## config.mk

```make
export PLATFORM = sky130hd
export DESIGN_NAME = overwriting_byte_ring_buffer_flat
export DESIGN_NICKNAME = d
export VERILOG_FILES = /design/src/obrb_pkg.sv /design/src/obrb_if.sv /design/src/obrb_ram.sv /design/src/obrb_ctrl.sv /design/src/overwriting_byte_ring_buffer.sv /design/src/flat_wrapper.sv
export SDC_FILE = /design/constraint.sdc
export NUM_CORES = 1
export LEC_CHECK = 0
export BUFFER_PORTS_ARGS = -buffer_cell sky130_fd_sc_hd__buf_2
export CORE_MARGIN = 2
export CORE_UTILIZATION = 25
export CTS_CLUSTER_DIAMETER = 120
export DETAILED_ROUTE_END_ITERATION = 12
export HOLD_SLACK_MARGIN = 0.02
export PLACE_DENSITY_LB_ADDON = 0.1
export SLEW_MARGIN = 20
export SYNTH_ARGS = -nofsm -noshare
export SYNTH_HDL_FRONTEND = slang
export SYNTH_SLANG_ARGS = --single-unit
export TNS_END_PERCENT = 100
```

## constraint.sdc

```tcl
create_clock -name clock -period 2.9 [get_ports clock]
set_clock_uncertainty 0.2 [all_clocks]
set_input_delay 0.435 -clock clock [delete_from_list [all_inputs] [get_ports clock]]
set_output_delay 0.435 -clock clock [all_outputs]
set_load 0.01 [all_outputs]
```

## src/obrb_pkg.sv

```systemverilog
// Shared types and constants for the overwriting byte ring buffer.
// No dependencies; obrb_if, obrb_ctrl and the top level import this package.
`timescale 1ns / 1ps

package obrb_pkg;

   localparam int DEPTH_DEFAULT = 64;

   localparam int ACT_W  = 3;
   localparam int BYTE_W = 8;
   localparam int AMT_W  = 6;
   localparam int LEN_W  = 6;

   typedef enum logic [ACT_W-1:0] {
      ACT_PUT        = 3'd0,
      ACT_POP_FRONT  = 3'd1,
      ACT_POP_BACK   = 3'd2,
      ACT_POP_FRONTN = 3'd3,
      ACT_POP_BACKN  = 3'd4,
      ACT_READ       = 3'd5,
      ACT_CLEAR      = 3'd6
   } action_type;

   localparam logic STATUS_OK  = 1'b0;
   localparam logic STATUS_ERR = 1'b1;

   // Per-transfer outcome handed from the pointer logic to the result stage
   typedef struct packed {
      logic             status;
      logic             read_hit;
      logic             full_flag;
      logic             empty_flag;
      logic [LEN_W-1:0] length;
   } step_result_type;

endpackage

```

## src/obrb_if.sv

```systemverilog
// Valid/ready channel interfaces for requests and responses.
// Depends on obrb_pkg for field widths.
`timescale 1ns / 1ps

interface obrb_req_if;
   import obrb_pkg::*;
   logic              valid;
   logic              ready;
   logic [ACT_W-1:0]  action;
   logic [BYTE_W-1:0] byte_in;
   logic [AMT_W-1:0]  amount;

   modport source (output valid, action, byte_in, amount, input ready);
   modport sink   (input valid, action, byte_in, amount, output ready);
endinterface

interface obrb_rsp_if;
   import obrb_pkg::*;
   logic              valid;
   logic              ready;
   logic              status;
   logic [BYTE_W-1:0] byte_out;
   logic [LEN_W-1:0]  length;
   logic              full_flag;
   logic              empty_flag;

   modport source (output valid, status, byte_out, length, full_flag, empty_flag,
                   input ready);
   modport sink   (input valid, status, byte_out, length, full_flag, empty_flag,
                   output ready);
endinterface

```

## src/obrb_ram.sv

```systemverilog
// Generic single-clock RAM, one write and one read port, registered read.
// No dependencies.
`timescale 1ns / 1ps

module obrb_ram #(
   parameter int WIDTH = 8,
   parameter int DEPTH = 64
) (
   input  logic                     clock,
   input  logic                     wr_en,
   input  logic [$clog2(DEPTH)-1:0] wr_addr,
   input  logic [WIDTH-1:0]         wr_data,
   input  logic                     rd_en,
   input  logic [$clog2(DEPTH)-1:0] rd_addr,
   output logic [WIDTH-1:0]         rd_data
);

   logic [WIDTH-1:0] mem_ff [DEPTH];
   logic [WIDTH-1:0] rd_data_ff;

   always_ff @(posedge clock) begin
      if (wr_en) begin
         mem_ff[wr_addr] <= wr_data;
      end
      if (rd_en) begin
         rd_data_ff <= mem_ff[rd_addr];
      end
   end

   assign rd_data = rd_data_ff;

endmodule

```

## src/obrb_ctrl.sv

```systemverilog
// Head, tail and count registers with the action decode; drives the slot RAM.
// Depends on obrb_pkg.
`timescale 1ns / 1ps

module obrb_ctrl #(
   parameter int DEPTH = obrb_pkg::DEPTH_DEFAULT
) (
   input  logic                            clock,
   input  logic                            reset,
   input  logic                            accept,
   input  logic [obrb_pkg::ACT_W-1:0]      action,
   input  logic [obrb_pkg::BYTE_W-1:0]     byte_in,
   input  logic [obrb_pkg::AMT_W-1:0]      amount,
   output logic                            ram_wr_en,
   output logic [$clog2(DEPTH)-1:0]        ram_wr_addr,
   output logic [obrb_pkg::BYTE_W-1:0]     ram_wr_data,
   output logic                            ram_rd_en,
   output logic [$clog2(DEPTH)-1:0]        ram_rd_addr,
   output obrb_pkg::step_result_type       result
);
   import obrb_pkg::*;

   localparam int PTR_W = $clog2(DEPTH);
   localparam int CMP_W = (PTR_W > AMT_W) ? PTR_W : AMT_W;
   localparam logic [PTR_W:0]   DEPTH_X = (PTR_W + 1)'(DEPTH);
   localparam logic [PTR_W-1:0] LAST    = PTR_W'(DEPTH - 1);
   localparam logic [PTR_W-1:0] ONE     = PTR_W'(1);

   logic [PTR_W-1:0] oldest_ff, oldest_in;
   logic [PTR_W-1:0] next_wr_ff, next_wr_in;
   logic [PTR_W-1:0] held_ff, held_in;

   logic [CMP_W-1:0] amt_x, held_x;
   logic [PTR_W-1:0] amt_p;
   logic             amt_over, held_zero, read_hit;
   logic             step_status, step_read_hit;
   action_type       act;

   // (p + n) mod DEPTH, valid for n < DEPTH
   function automatic logic [PTR_W-1:0] wrap_add(input logic [PTR_W-1:0] p,
                                                 input logic [PTR_W-1:0] n);
      logic [PTR_W:0] s;
      s = {1'b0, p} + {1'b0, n};
      if (s >= DEPTH_X) s = s - DEPTH_X;
      return s[PTR_W-1:0];
   endfunction

   // (p - n) mod DEPTH, valid for n <= DEPTH
   function automatic logic [PTR_W-1:0] wrap_sub(input logic [PTR_W-1:0] p,
                                                 input logic [PTR_W-1:0] n);
      logic [PTR_W:0] s;
      s = {1'b0, p} + DEPTH_X - {1'b0, n};
      if (s >= DEPTH_X) s = s - DEPTH_X;
      return s[PTR_W-1:0];
   endfunction

   assign act       = action_type'(action);
   assign amt_x     = CMP_W'(amount);
   assign held_x    = CMP_W'(held_ff);
   assign amt_p     = amt_x[PTR_W-1:0];
   assign amt_over  = amt_x > held_x;
   assign held_zero = held_ff == '0;
   assign read_hit  = amt_x < held_x;

   always_comb begin
      oldest_in     = oldest_ff;
      next_wr_in    = next_wr_ff;
      held_in       = held_ff;
      step_status   = STATUS_OK;
      step_read_hit = 1'b0;
      case (act)
         ACT_PUT: begin
            if (held_ff == LAST) oldest_in = wrap_add(oldest_ff, ONE);
            else held_in = held_ff + ONE;
            next_wr_in = wrap_add(next_wr_ff, ONE);
         end
         ACT_POP_FRONT: begin
            if (held_zero) begin
               step_status = STATUS_ERR;
            end else begin
               held_in   = held_ff - ONE;
               oldest_in = wrap_add(oldest_ff, ONE);
            end
         end
         ACT_POP_BACK: begin
            if (held_zero) begin
               step_status = STATUS_ERR;
            end else begin
               held_in    = held_ff - ONE;
               next_wr_in = wrap_sub(next_wr_ff, ONE);
            end
         end
         ACT_POP_FRONTN: begin
            if (amt_over) begin
               step_status = STATUS_ERR;
            end else begin
               held_in   = held_ff - amt_p;
               oldest_in = wrap_add(oldest_ff, amt_p);
            end
         end
         ACT_POP_BACKN: begin
            if (amt_over) begin
               step_status = STATUS_ERR;
            end else begin
               held_in    = held_ff - amt_p;
               next_wr_in = wrap_sub(next_wr_ff, amt_p);
            end
         end
         ACT_READ: begin
            step_read_hit = read_hit;
         end
         ACT_CLEAR: begin
            oldest_in  = '0;
            next_wr_in = '0;
            held_in    = '0;
         end
         default: begin
         end
      endcase
   end

   // Flags reflect the count after this transfer
   logic [CMP_W-1:0] held_in_x;
   assign held_in_x = CMP_W'(held_in);
   assign result    = {step_status, step_read_hit, (held_in == LAST), (held_in == '0),
                       held_in_x[LEN_W-1:0]};

   assign ram_wr_en   = accept && (act == ACT_PUT);
   assign ram_wr_addr = next_wr_ff;
   assign ram_wr_data = byte_in;
   assign ram_rd_en   = accept && (act == ACT_READ) && read_hit;
   assign ram_rd_addr = wrap_add(oldest_ff, amt_p);

   always_ff @(posedge clock) begin
      if (reset) begin
         oldest_ff  <= '0;
         next_wr_ff <= '0;
         held_ff    <= '0;
      end else if (accept) begin
         oldest_ff  <= oldest_in;
         next_wr_ff <= next_wr_in;
         held_ff    <= held_in;
      end
   end

endmodule

```

## src/overwriting_byte_ring_buffer.sv

```systemverilog
// Top level of the overwriting byte ring buffer.
// Depends on obrb_pkg, obrb_if, obrb_ram and obrb_ctrl.
`timescale 1ns / 1ps

// Usage
//  req: one transfer per operation (action, byte_in, amount). Puts always
//       succeed; on a full ring the oldest byte is dropped.
//  rsp: exactly one transfer per request, in request order, carrying status,
//       byte_out (reads only, else 0), length and the full/empty flags as
//       they stand after the operation.
//  Path: the response passes through the pending stage and then the output
//       register; the pending stage covers the registered read of the slot RAM.
//  Throughput: one operation per cycle unless rsp stalls. Pointers and count
//       update in the cycle of the transfer, so the next request is decoded
//       against them at once; a read issued right after a put sees the new
//       byte, since the put has been written before the read address is sampled.
//  Stalls: a pending stage and the output register part the two sides, so
//       req stays ready while one response waits; with both full and rsp
//       stalled, req.ready drops until rsp.ready returns.
//  Reset: synchronous, empties the ring and drops any pending response.
//       Slot contents are not cleared; only written slots are ever read.
module overwriting_byte_ring_buffer #(
   parameter int DEPTH = obrb_pkg::DEPTH_DEFAULT
) (
   input  logic       clock,
   input  logic       reset,
   obrb_req_if.sink   req,
   obrb_rsp_if.source rsp
);
   import obrb_pkg::*;

   localparam int PTR_W = $clog2(DEPTH);

   logic                accept;
   logic                out_free;

   logic                ram_wr_en, ram_rd_en;
   logic [PTR_W-1:0]    ram_wr_addr, ram_rd_addr;
   logic [BYTE_W-1:0]   ram_wr_data, ram_rd_data;
   step_result_type     step_res;

   // Pending stage: result of the last transfer, waiting on RAM read data
   logic                pend_valid_ff, pend_valid_in;
   step_result_type     pend_res_ff;

   // Output register
   logic                rsp_valid_ff, rsp_valid_in;
   logic                rsp_status_ff;
   logic [BYTE_W-1:0]   rsp_byte_ff;
   logic [LEN_W-1:0]    rsp_length_ff;
   logic                rsp_full_ff, rsp_empty_ff;
   logic                load_out;

   assign out_free  = !rsp_valid_ff || rsp.ready;
   assign req.ready = !pend_valid_ff || out_free;
   assign accept    = req.valid && req.ready;
   assign load_out  = pend_valid_ff && out_free;

   obrb_ctrl #(.DEPTH(DEPTH)) u_ctrl (
      .clock       (clock),
      .reset       (reset),
      .accept      (accept),
      .action      (req.action),
      .byte_in     (req.byte_in),
      .amount      (req.amount),
      .ram_wr_en   (ram_wr_en),
      .ram_wr_addr (ram_wr_addr),
      .ram_wr_data (ram_wr_data),
      .ram_rd_en   (ram_rd_en),
      .ram_rd_addr (ram_rd_addr),
      .result      (step_res)
   );

   // Read data is held by the RAM until the next read, which can only be
   // issued once the pending stage has moved on.
   obrb_ram #(.WIDTH(BYTE_W), .DEPTH(DEPTH)) u_slots (
      .clock   (clock),
      .wr_en   (ram_wr_en),
      .wr_addr (ram_wr_addr),
      .wr_data (ram_wr_data),
      .rd_en   (ram_rd_en),
      .rd_addr (ram_rd_addr),
      .rd_data (ram_rd_data)
   );

   always_comb begin
      pend_valid_in = pend_valid_ff;
      if (accept) pend_valid_in = 1'b1;
      else if (load_out) pend_valid_in = 1'b0;

      rsp_valid_in = rsp_valid_ff;
      if (load_out) rsp_valid_in = 1'b1;
      else if (rsp.ready) rsp_valid_in = 1'b0;
   end

   always_ff @(posedge clock) begin
      if (reset) begin
         pend_valid_ff <= 1'b0;
         rsp_valid_ff  <= 1'b0;
      end else begin
         pend_valid_ff <= pend_valid_in;
         rsp_valid_ff  <= rsp_valid_in;
      end
   end

   // Payload, no reset
   always_ff @(posedge clock) begin
      if (accept) begin
         pend_res_ff <= step_res;
      end
      if (load_out) begin
         rsp_status_ff <= pend_res_ff.status;
         rsp_byte_ff   <= pend_res_ff.read_hit ? ram_rd_data : '0;
         rsp_length_ff <= pend_res_ff.length;
         rsp_full_ff   <= pend_res_ff.full_flag;
         rsp_empty_ff  <= pend_res_ff.empty_flag;
      end
   end

   assign rsp.valid      = rsp_valid_ff;
   assign rsp.status     = rsp_status_ff;
   assign rsp.byte_out   = rsp_byte_ff;
   assign rsp.length     = rsp_length_ff;
   assign rsp.full_flag  = rsp_full_ff;
   assign rsp.empty_flag = rsp_empty_ff;

   // Checks
   a_accept_fills_pending: assert property (@(posedge clock) disable iff (reset)
      accept |=> pend_valid_ff)
      else $error("request transfer did not reach the pending stage");

   a_pending_holds: assert property (@(posedge clock) disable iff (reset)
      (pend_valid_ff && !out_free) |=> (pend_valid_ff && $stable(pend_res_ff)))
      else $error("pending result lost or changed while output stalled");

   a_flags_exclusive: assert property (@(posedge clock) disable iff (reset)
      rsp.valid |-> !(rsp.full_flag && rsp.empty_flag))
      else $error("response flags full and empty together");

   a_error_no_data: assert property (@(posedge clock) disable iff (reset)
      (rsp.valid && rsp.status == STATUS_ERR) |-> (rsp.byte_out == '0))
      else $error("failed operation returned read data");

endmodule
```

## src/flat_wrapper.sv

```systemverilog
// flat-port wrapper written by rule: the top's interface ports become plain ports
module overwriting_byte_ring_buffer_flat import obrb_pkg::*;
#(
   parameter int DEPTH = obrb_pkg::DEPTH_DEFAULT
)
  (clock, reset, req_valid, req_action, req_byte_in, req_amount, req_ready, rsp_valid, rsp_status, rsp_byte_out, rsp_length, rsp_full_flag, rsp_empty_flag, rsp_ready);
  obrb_req_if req_i ();
  obrb_rsp_if rsp_i ();
  input  logic clock;
  input  logic reset;
  input wire logic [$bits(req_i.valid)-1:0] req_valid;
  input wire logic [$bits(req_i.action)-1:0] req_action;
  input wire logic [$bits(req_i.byte_in)-1:0] req_byte_in;
  input wire logic [$bits(req_i.amount)-1:0] req_amount;
  output wire logic [$bits(req_i.ready)-1:0] req_ready;
  output wire logic [$bits(rsp_i.valid)-1:0] rsp_valid;
  output wire logic [$bits(rsp_i.status)-1:0] rsp_status;
  output wire logic [$bits(rsp_i.byte_out)-1:0] rsp_byte_out;
  output wire logic [$bits(rsp_i.length)-1:0] rsp_length;
  output wire logic [$bits(rsp_i.full_flag)-1:0] rsp_full_flag;
  output wire logic [$bits(rsp_i.empty_flag)-1:0] rsp_empty_flag;
  input wire logic [$bits(rsp_i.ready)-1:0] rsp_ready;
  assign req_i.valid = req_valid;
  assign req_i.action = req_action;
  assign req_i.byte_in = req_byte_in;
  assign req_i.amount = req_amount;
  assign req_ready = req_i.ready;
  assign rsp_valid = rsp_i.valid;
  assign rsp_status = rsp_i.status;
  assign rsp_byte_out = rsp_i.byte_out;
  assign rsp_length = rsp_i.length;
  assign rsp_full_flag = rsp_i.full_flag;
  assign rsp_empty_flag = rsp_i.empty_flag;
  assign rsp_i.ready = rsp_ready;
  overwriting_byte_ring_buffer #(.DEPTH(DEPTH)) u_core (.clock(clock), .reset(reset), .req(req_i), .rsp(rsp_i));
endmodule
```

# ---- Word-level counts from Yosys, hierarchy flattened
# Memory sizes are Yosys's and may differ from the RTL's. A register that Yosys moved wholly into a read port is not among the register bits.
# Index checks and enable logic that the tools add are counted.
dict set report classes {
  addsub 14
  n_lt_le_gt_ge 7
  eq_ne 13
  n_mux 25
  reduce_logical 20
}
# operator n
set op_table {}
lappend op_table {{2-to-1 mux 6 bit} 13}
lappend op_table {{case mux 6 bit (4 select lines)} 3}
lappend op_table {{subtractor 6 x 1 -> 6 bit, second input constant} 6}
lappend op_table {{greater-or-equal comparator 7 bit, second input constant} 5}
lappend op_table {{adder 6 x 1 -> 7 bit, second input constant} 2}
lappend op_table {{== test 6 bit, second input constant} 2}
lappend op_table {{zero test 6 bit} 2}
lappend op_table {{!= test 2 bit, second input constant} 5}
lappend op_table {{== test 3 bit, second input constant} 3}
lappend op_table {{2-to-1 mux 1 bit} 8}
lappend op_table {{nonzero test 4 bit} 2}
lappend op_table {{adder 6 x 6 -> 7 bit} 1}
lappend op_table {{adder 6 x 7 -> 7 bit, second input constant} 1}
lappend op_table {{subtractor 7 x 1 -> 7 bit, second input constant} 1}
lappend op_table {{subtractor 7 x 6 -> 7 bit} 1}
lappend op_table {{adder 6 x 1 -> 6 bit, second input constant} 1}
lappend op_table {{== test 3 x 2 -> 1 bit, second input constant} 2}
lappend op_table {{> comparator 6 bit} 1}
lappend op_table {{< comparator 6 bit} 1}
lappend op_table {{subtractor 6 bit} 1}
lappend op_table {{logical AND 1 bit} 5}
lappend op_table {{AND reduction 5 bit} 1}
lappend op_table {{AND reduction 4 bit} 1}
lappend op_table {{nonzero test 2 bit} 2}
lappend op_table {{other kinds (6)} 9}
dict set report word_totals {
  ff_bits 47
  ramBits 512
  inputBits 21
  n_memories 1
}
# name words word_bits rd rd_ports_with_merged_regs write_ports line_no
set mem_list {}
lappend mem_list {u_core.u_slots.mem_ff 64 8 1 1 1 obrb_ram.sv:18} ;# logic [WIDTH-1:0] mem_ff [DEPTH];

# ---- Logic depth before layout (Yosys ltp)
dict set report depth {
  depth_word 7
  depth_mapped 13
  depth_no_buf 12
}

# ---- Modules after synthesis
# From an unflattened synthesis, not the netlist that was laid out.
dict set report unflattened {
  cells_unflattened 1302
  area_unflattened_um2 23581.4
}
# mod n_inst cells_per_inst area_each_um2
set modules_own_cells {}
lappend modules_own_cells {obrb_ram 1 940 20246.9}
lappend modules_own_cells {obrb_ctrl 1 317 2369.8}
lappend modules_own_cells {overwriting_byte_ring_buffer 1 45 964.7}

# ---- Worst setup path before layout
# Ideal clock, no wire load.
dict set report synth_timing {
  path_type {input port to flip-flop}
  start {input port req_amount[0]}
  end {register u_core.u_slots.rd_data_ff[6], in the netlist u_core.u_slots.rd_data[6] (read register of u_core.u_slots.mem_ff), data pin}
  t_arrival_ps 2689
  t_required_ps 2429
  path_slack_ps -260
  path_stages 8
  cell_sequence {ha_1 -> fa_1 -> buf_2 -> clkbuf_1 -> mux4_2 -> mux4_2 -> mux2i_1 -> o22ai_1}
}
dict set report synth_via {
  elab_chain_cells 3
  word_cells_on_any_way 6
  classes_between {add/sub: 2; order compare: 2; mux: 1; reduce/logical: 1}
}
# element line_no
set synth_rtl {}
lappend synth_rtl {{from (decl)} flat_wrapper.sv:14} ;# input wire logic [$bits(req_i.amount)-1:0] req_amount;
lappend synth_rtl {{adder 6 x 6 -> 7 bit} obrb_ctrl.sv:43} ;# s = {1'b0, p} + {1'b0, n};
lappend synth_rtl {{subtractor 6 x 1 -> 6 bit / greater-or-equal comparator 7 bit (equally long branches)} obrb_ctrl.sv:44} ;# if (s >= DEPTH_X) s = s - DEPTH_X;
lappend synth_rtl {{2-to-1 mux 6 bit} obrb_ctrl.sv:44}
lappend synth_rtl {{to (decl)} obrb_ram.sv:19} ;# logic [WIDTH-1:0] rd_data_ff;
# Parallel ways exist; a longest one is shown, timed or not.
# A chain may end at the register's enable or synchronous reset.

# ---- Worst setup path after layout
dict set report layout_timing {
  start {register u_core.u_ctrl.oldest_ff[0]}
  end {register u_core.u_slots.rd_data_ff[6], in the netlist u_core.u_slots.rd_data[6] (read register of u_core.u_slots.mem_ff), data pin}
}
dict set report layout_via {
  elab_chain_cells 3
  word_cells_on_any_way 4
  classes_between {add/sub: 2; order compare: 1; mux: 1}
}
# element line_no
set layout_rtl {}
lappend layout_rtl {{from (decl)} obrb_ctrl.sv:29} ;# logic [PTR_W-1:0] oldest_ff, oldest_in;
lappend layout_rtl {{from (signal assigned)} obrb_ctrl.sv:140} ;# oldest_ff <= oldest_in;
lappend layout_rtl {{adder 6 x 6 -> 7 bit *} obrb_ctrl.sv:43}
lappend layout_rtl {{subtractor 6 x 1 -> 6 bit / greater-or-equal comparator 7 bit (equally long branches)} obrb_ctrl.sv:44}
lappend layout_rtl {{2-to-1 mux 6 bit *} obrb_ctrl.sv:44}
# Mark *: on every way between the ends. The rest lies on a longest branch, timed or not.

==> metrics.sh <==
FIN_AREA_UM2=29800
GRT_MAX_DEGREE=45
GRT_SETUP_UNREPAIRED='yes'
SYN_TO_FINAL_GROWTH_PCT=26.69
FIRST_GLOBAL_VIAS=14053
WORSTPATHMAXFANOUT=6
VIA_COUNT=12978
SWITCHING_POWER_mW=4.700
CP_SLOWEST_STAGE_DELAY_NS=0.82
CPMOSTUSEDCELL='sky130_fd_sc_hd__buf_12'
FINALWEIGHTEDCONGESTION=0.8048
NETLIST_CELL_TYPES=73
SYN_INST=1286
DRC=0
CTS.CLK_SLEW.WORST_PATHS_NS=0.06
CP.REQUIRED_NS=3.05
CLOCK_POWER_SHARE_PCT=42.5
CLK-INSERTION-DELAY-LATE_NS=0.62
YOSYS_WARNINGS=0
DIE_Y_UM=310.8
ACHIEVABLE-FREQUENCY_MHz=307.3
GRT_PASS1_WL_UM=100500
FINAL_NON_FILLER_CELL_TOTAL=2898
TIMING_WORST_SETUP_PATH_TYPE='flop to flop'
TIMING.FINAL.CRIT_SHARE_PCT=112.2
CTS_NUM_SINKS=567
MAXCAPVIOLATIONS=0
REPORT.POWER.TOTAL_mW=20.11
DP.CELLS=2763
ROUTED_VIA_DENSITY=4.478
INTERNAL-POWER_mW=15.41
CRITPATHTOPFAMILY='adder cells'
LEAKAGE_nW=9.971
CRITICAL_PATH.CELL_CHAIN='ha_4 > fa_4 > buf_12 > buf_12 > buf_12 > mux4_2 > mux4_2 > mux2i_1 > o22ai_1'
ROUTED_WIRE_LENGTH_PER_INSTANCE_UM=23.64
SYNTHESIZED_CELL_AREA_UM2=23520
YS_FF_LATCH=567
WORST_EP_ARRIVAL_TIME_NS=3.41
NUMPORTBUFFERS=39
PROPORTION_OF_LAYOUT_CELLS_WITH_A_DRIVE_SUFFIX_ABOVE_1_PCT=35.83
FIN_NETS=1641
DP_HPWL_UM=46910
START_UTIL_PCT=25.21
WORSTHOLDPATHTYPE='input pin to flop'
VDD.IR_DROP.WORST_mV=0.3258
UTILIZATION_PCT=31.93
DIE-WIDTH_UM=310.8
DETAILEDPLACE.WORSTSLACK_NS=-0.7952
ROUTED_WIRE_LENGTH_UM=68520
CRITICAL-PATH-SLOWEST-CELL='sky130_fd_sc_hd__fa_4'
CTS_BUFFERS=68
POWER.COMBINATIONAL.FRACTION_PCT=12.4
DRTPASS1ITERATIONS=5
N_ANTENNA_CELL=0
WORST_SLEW_MARGIN_REL_PCT=45.14
WORST_SLACK_NS=-0.3546
WORST-PATH-BUF-INV=3
SYNTH_AREA_PER_CELL_UM2=18.29
FINAL_ANTENNA_NET_COUNT=0
GRTUSAGETOTAL_PCT=14.33
TIMING.HOLD.WS_NS=0.06266
PWR_DENSITY_CELL_nW_PER_UM2=674.6
FIRST_ITER_VIOLATIONS=798
HOLD_VIOLATIONS=0
FINALSETUPTNS_NS=-2.490
POWER_SWITCHING_SHARE_PCT=23.37
TIMING.FINAL.SETUP_VIOLATIONS=8
WORST_SLEW_PIN_SLEW_NS=0.8199
CTS_TREE='built'
NUMBER_OF_ANTENNA_VIOLATIONS_AT_THE_FIRST_CHECK_IN_GLOBAL_ROUTING=0
ROWS=112
SYNTH_SEQ_AREA_SHARE_PCT=71.53
ASYNC_FLOP_SHARE_PCT=0
OUTCOME='complete, but fails checks'
PLACED_CELL_AREA_UM2=27180
POWER_FRAC_SEQ_PCT=45.2
YOSYS_MOST_USED_DFF='sky130_fd_sc_hd__edfxtp_1'
WORST_SETUP_PATH_END_KIND='flop'
CTS.PATH.MAX_BUFFERS=3
NUMBER_OF_ENABLE_FLIP_FLOP_CELLS_AFTER_SYNTHESIS=547
SYNTH_NETS=1331
VIOLATIONS_IN_THE_FINAL_REPORTS='negative setup slack'
DIEAREA_UM2=96570
OVERFLOW=0
PERIOD_MINUS_SLACK_NS=3.255
IO_PINS=40
STARTPOINT_TYPE='flop'
CLK_ROOT_BUFFER_CELL='sky130_fd_sc_hd__clkbuf_16'
CORE_AREA_UM2=93330
HTREE_LEVELS=3
FINAL-MAX-SLEW-VIOLATION-COUNT=0
==> worst reg2reg max path, delay by kind of cell (launching register included) <==
kind	cells	cell delay [ns]
fa+ha+maj	2	0.98
mux	3	0.95
compound gates	1	0.08
buf+inv	3	0.45
flops	1	0.33
==> synth_stat cells (all sizes together) (19+ instances only) <==
library cell  count  area (µm²)
clkbuf           19       71.32
mux2i            47       470.5
a21oi            23       115.1
edfxtp          547       16430
ha               21       262.8
nand3            21       105.1
buf              46       256.5
nand2            65       244.0
o21ai            27       135.1
mux4            137        3085
inv              21       78.83
nor2            110       415.4
dfxtp            20       400.4
==> layout by cell type (no fill, tap or decap), drive strengths merged, types with 14 or more instances in the layout <==
cell type / count
edfxtp: 547
buf: 302
nand2: 65
nand3: 21
clkbuf: 83
nor2: 110
mux4: 137
a32oi: 14
clkinv: 23
nor3: 17
dfxtp: 20
inv: 23
o21ai: 27
mux2i: 47
a21oi: 23
and2: 18
ha: 21
==> area by class of cell <==
cell class	count	area (µm²)
fill	9158	63530
sequential	567	16830
multi-input combinational	633	6489
timing repair buffer	305	2616
clock buffer	83	1822
tap	1254	1569
clock inverter	35	399.1
inverter	21	78.83
==> power groups by stage <==
stage               Clock [mW]  Combinational [mW]  Sequential (mW)
floorplan                    0                1.25             9.25
global placement             0                2.38             9.25
detailed placement           0                2.37             9.25
CTS                       8.82                2.53             9.08
global route              9.12                2.68             9.08
finish                    8.54                2.49             9.08
==> logic make-up after synthesis <==
| kind of cell | count (synthesis) | synth area share [%] |
|---|---|---|
| AOI/OAI and AO/OA | 126 | 3.851 |
| xor gates and xnor gates | 20 | 0.8085 |
| adders and majority gates | 24 | 1.372 |
| buffers and inverters | 86 | 1.729 |
| DFF | 567 | 71.53 |
| muxes | 184 | 15.12 |
| and+or+nand+nor | 279 | 5.595 |
==> metal layers <==
| metal | GRT usage (%) | vias to the layer above | share of wire (%) |
|---|---|---|---|
| li1 | - | 5840 | - |
| met1 | 19.18 | 6784 | 45 |
| met5 | 0 | - | 0 |
| met3 | 2.546 | 102 | 3.7 |
| met4 | 4.688 | 0 | 2.7 |
| met2 | 23.54 | 252 | 48 |
==> final timing paths <==
check                                               start                                         to  slack, ns  depth (start not counted)
hold / removal                                      reset  u_core.u_ctrl.ram_wr_addr[2]$_SDFFE_PP0P_       0.06                          2
setup / recovery  u_core.u_ctrl.oldest_ff[0]$_SDFFE_PP0P_        u_core.u_slots.rd_data[6]$_DFFE_PP_      -0.35                          9
setup reg to reg  u_core.u_ctrl.oldest_ff[0]$_SDFFE_PP0P_        u_core.u_slots.rd_data[6]$_DFFE_PP_      -0.35                          9
hold reg to reg           u_core.pend_res_ff[1]$_DFFE_PP_             u_core.rsp.length[1]$_DFFE_PP_       0.22                          0
==> flip-flops by register name, indices dropped and copies added, names as in the netlist <==
name and cells:
u_core.u_slots.mem_ff 512, u_core.u_slots.rd_data 8, u_core.rsp.length 6, u_core.u_ctrl.ram_wr_addr 6, u_core.rsp.full_flag 1, u_core.u_ctrl.held_ff 6
u_core.u_ctrl.oldest_ff 6, u_core.pend_valid_ff 1, u_core.rsp.byte_out 8, u_core.rsp.valid 1, u_core.rsp.status 1, u_core.rsp.empty_flag 1
u_core.pend_res_ff 10
==> timing repair <==
item / in CTS / in global routing
hold endpoints to repair: 2 / 0
setup buffers: 10 / 1
endpoints found under the setup margin: 20 / 21
pin swaps: 10 / 9
resized for setup: 33 / 11
gates cloned: 3 / 0
hold buffers: 3 / 0
Note: power is estimated with default switching activity, not from simulation.
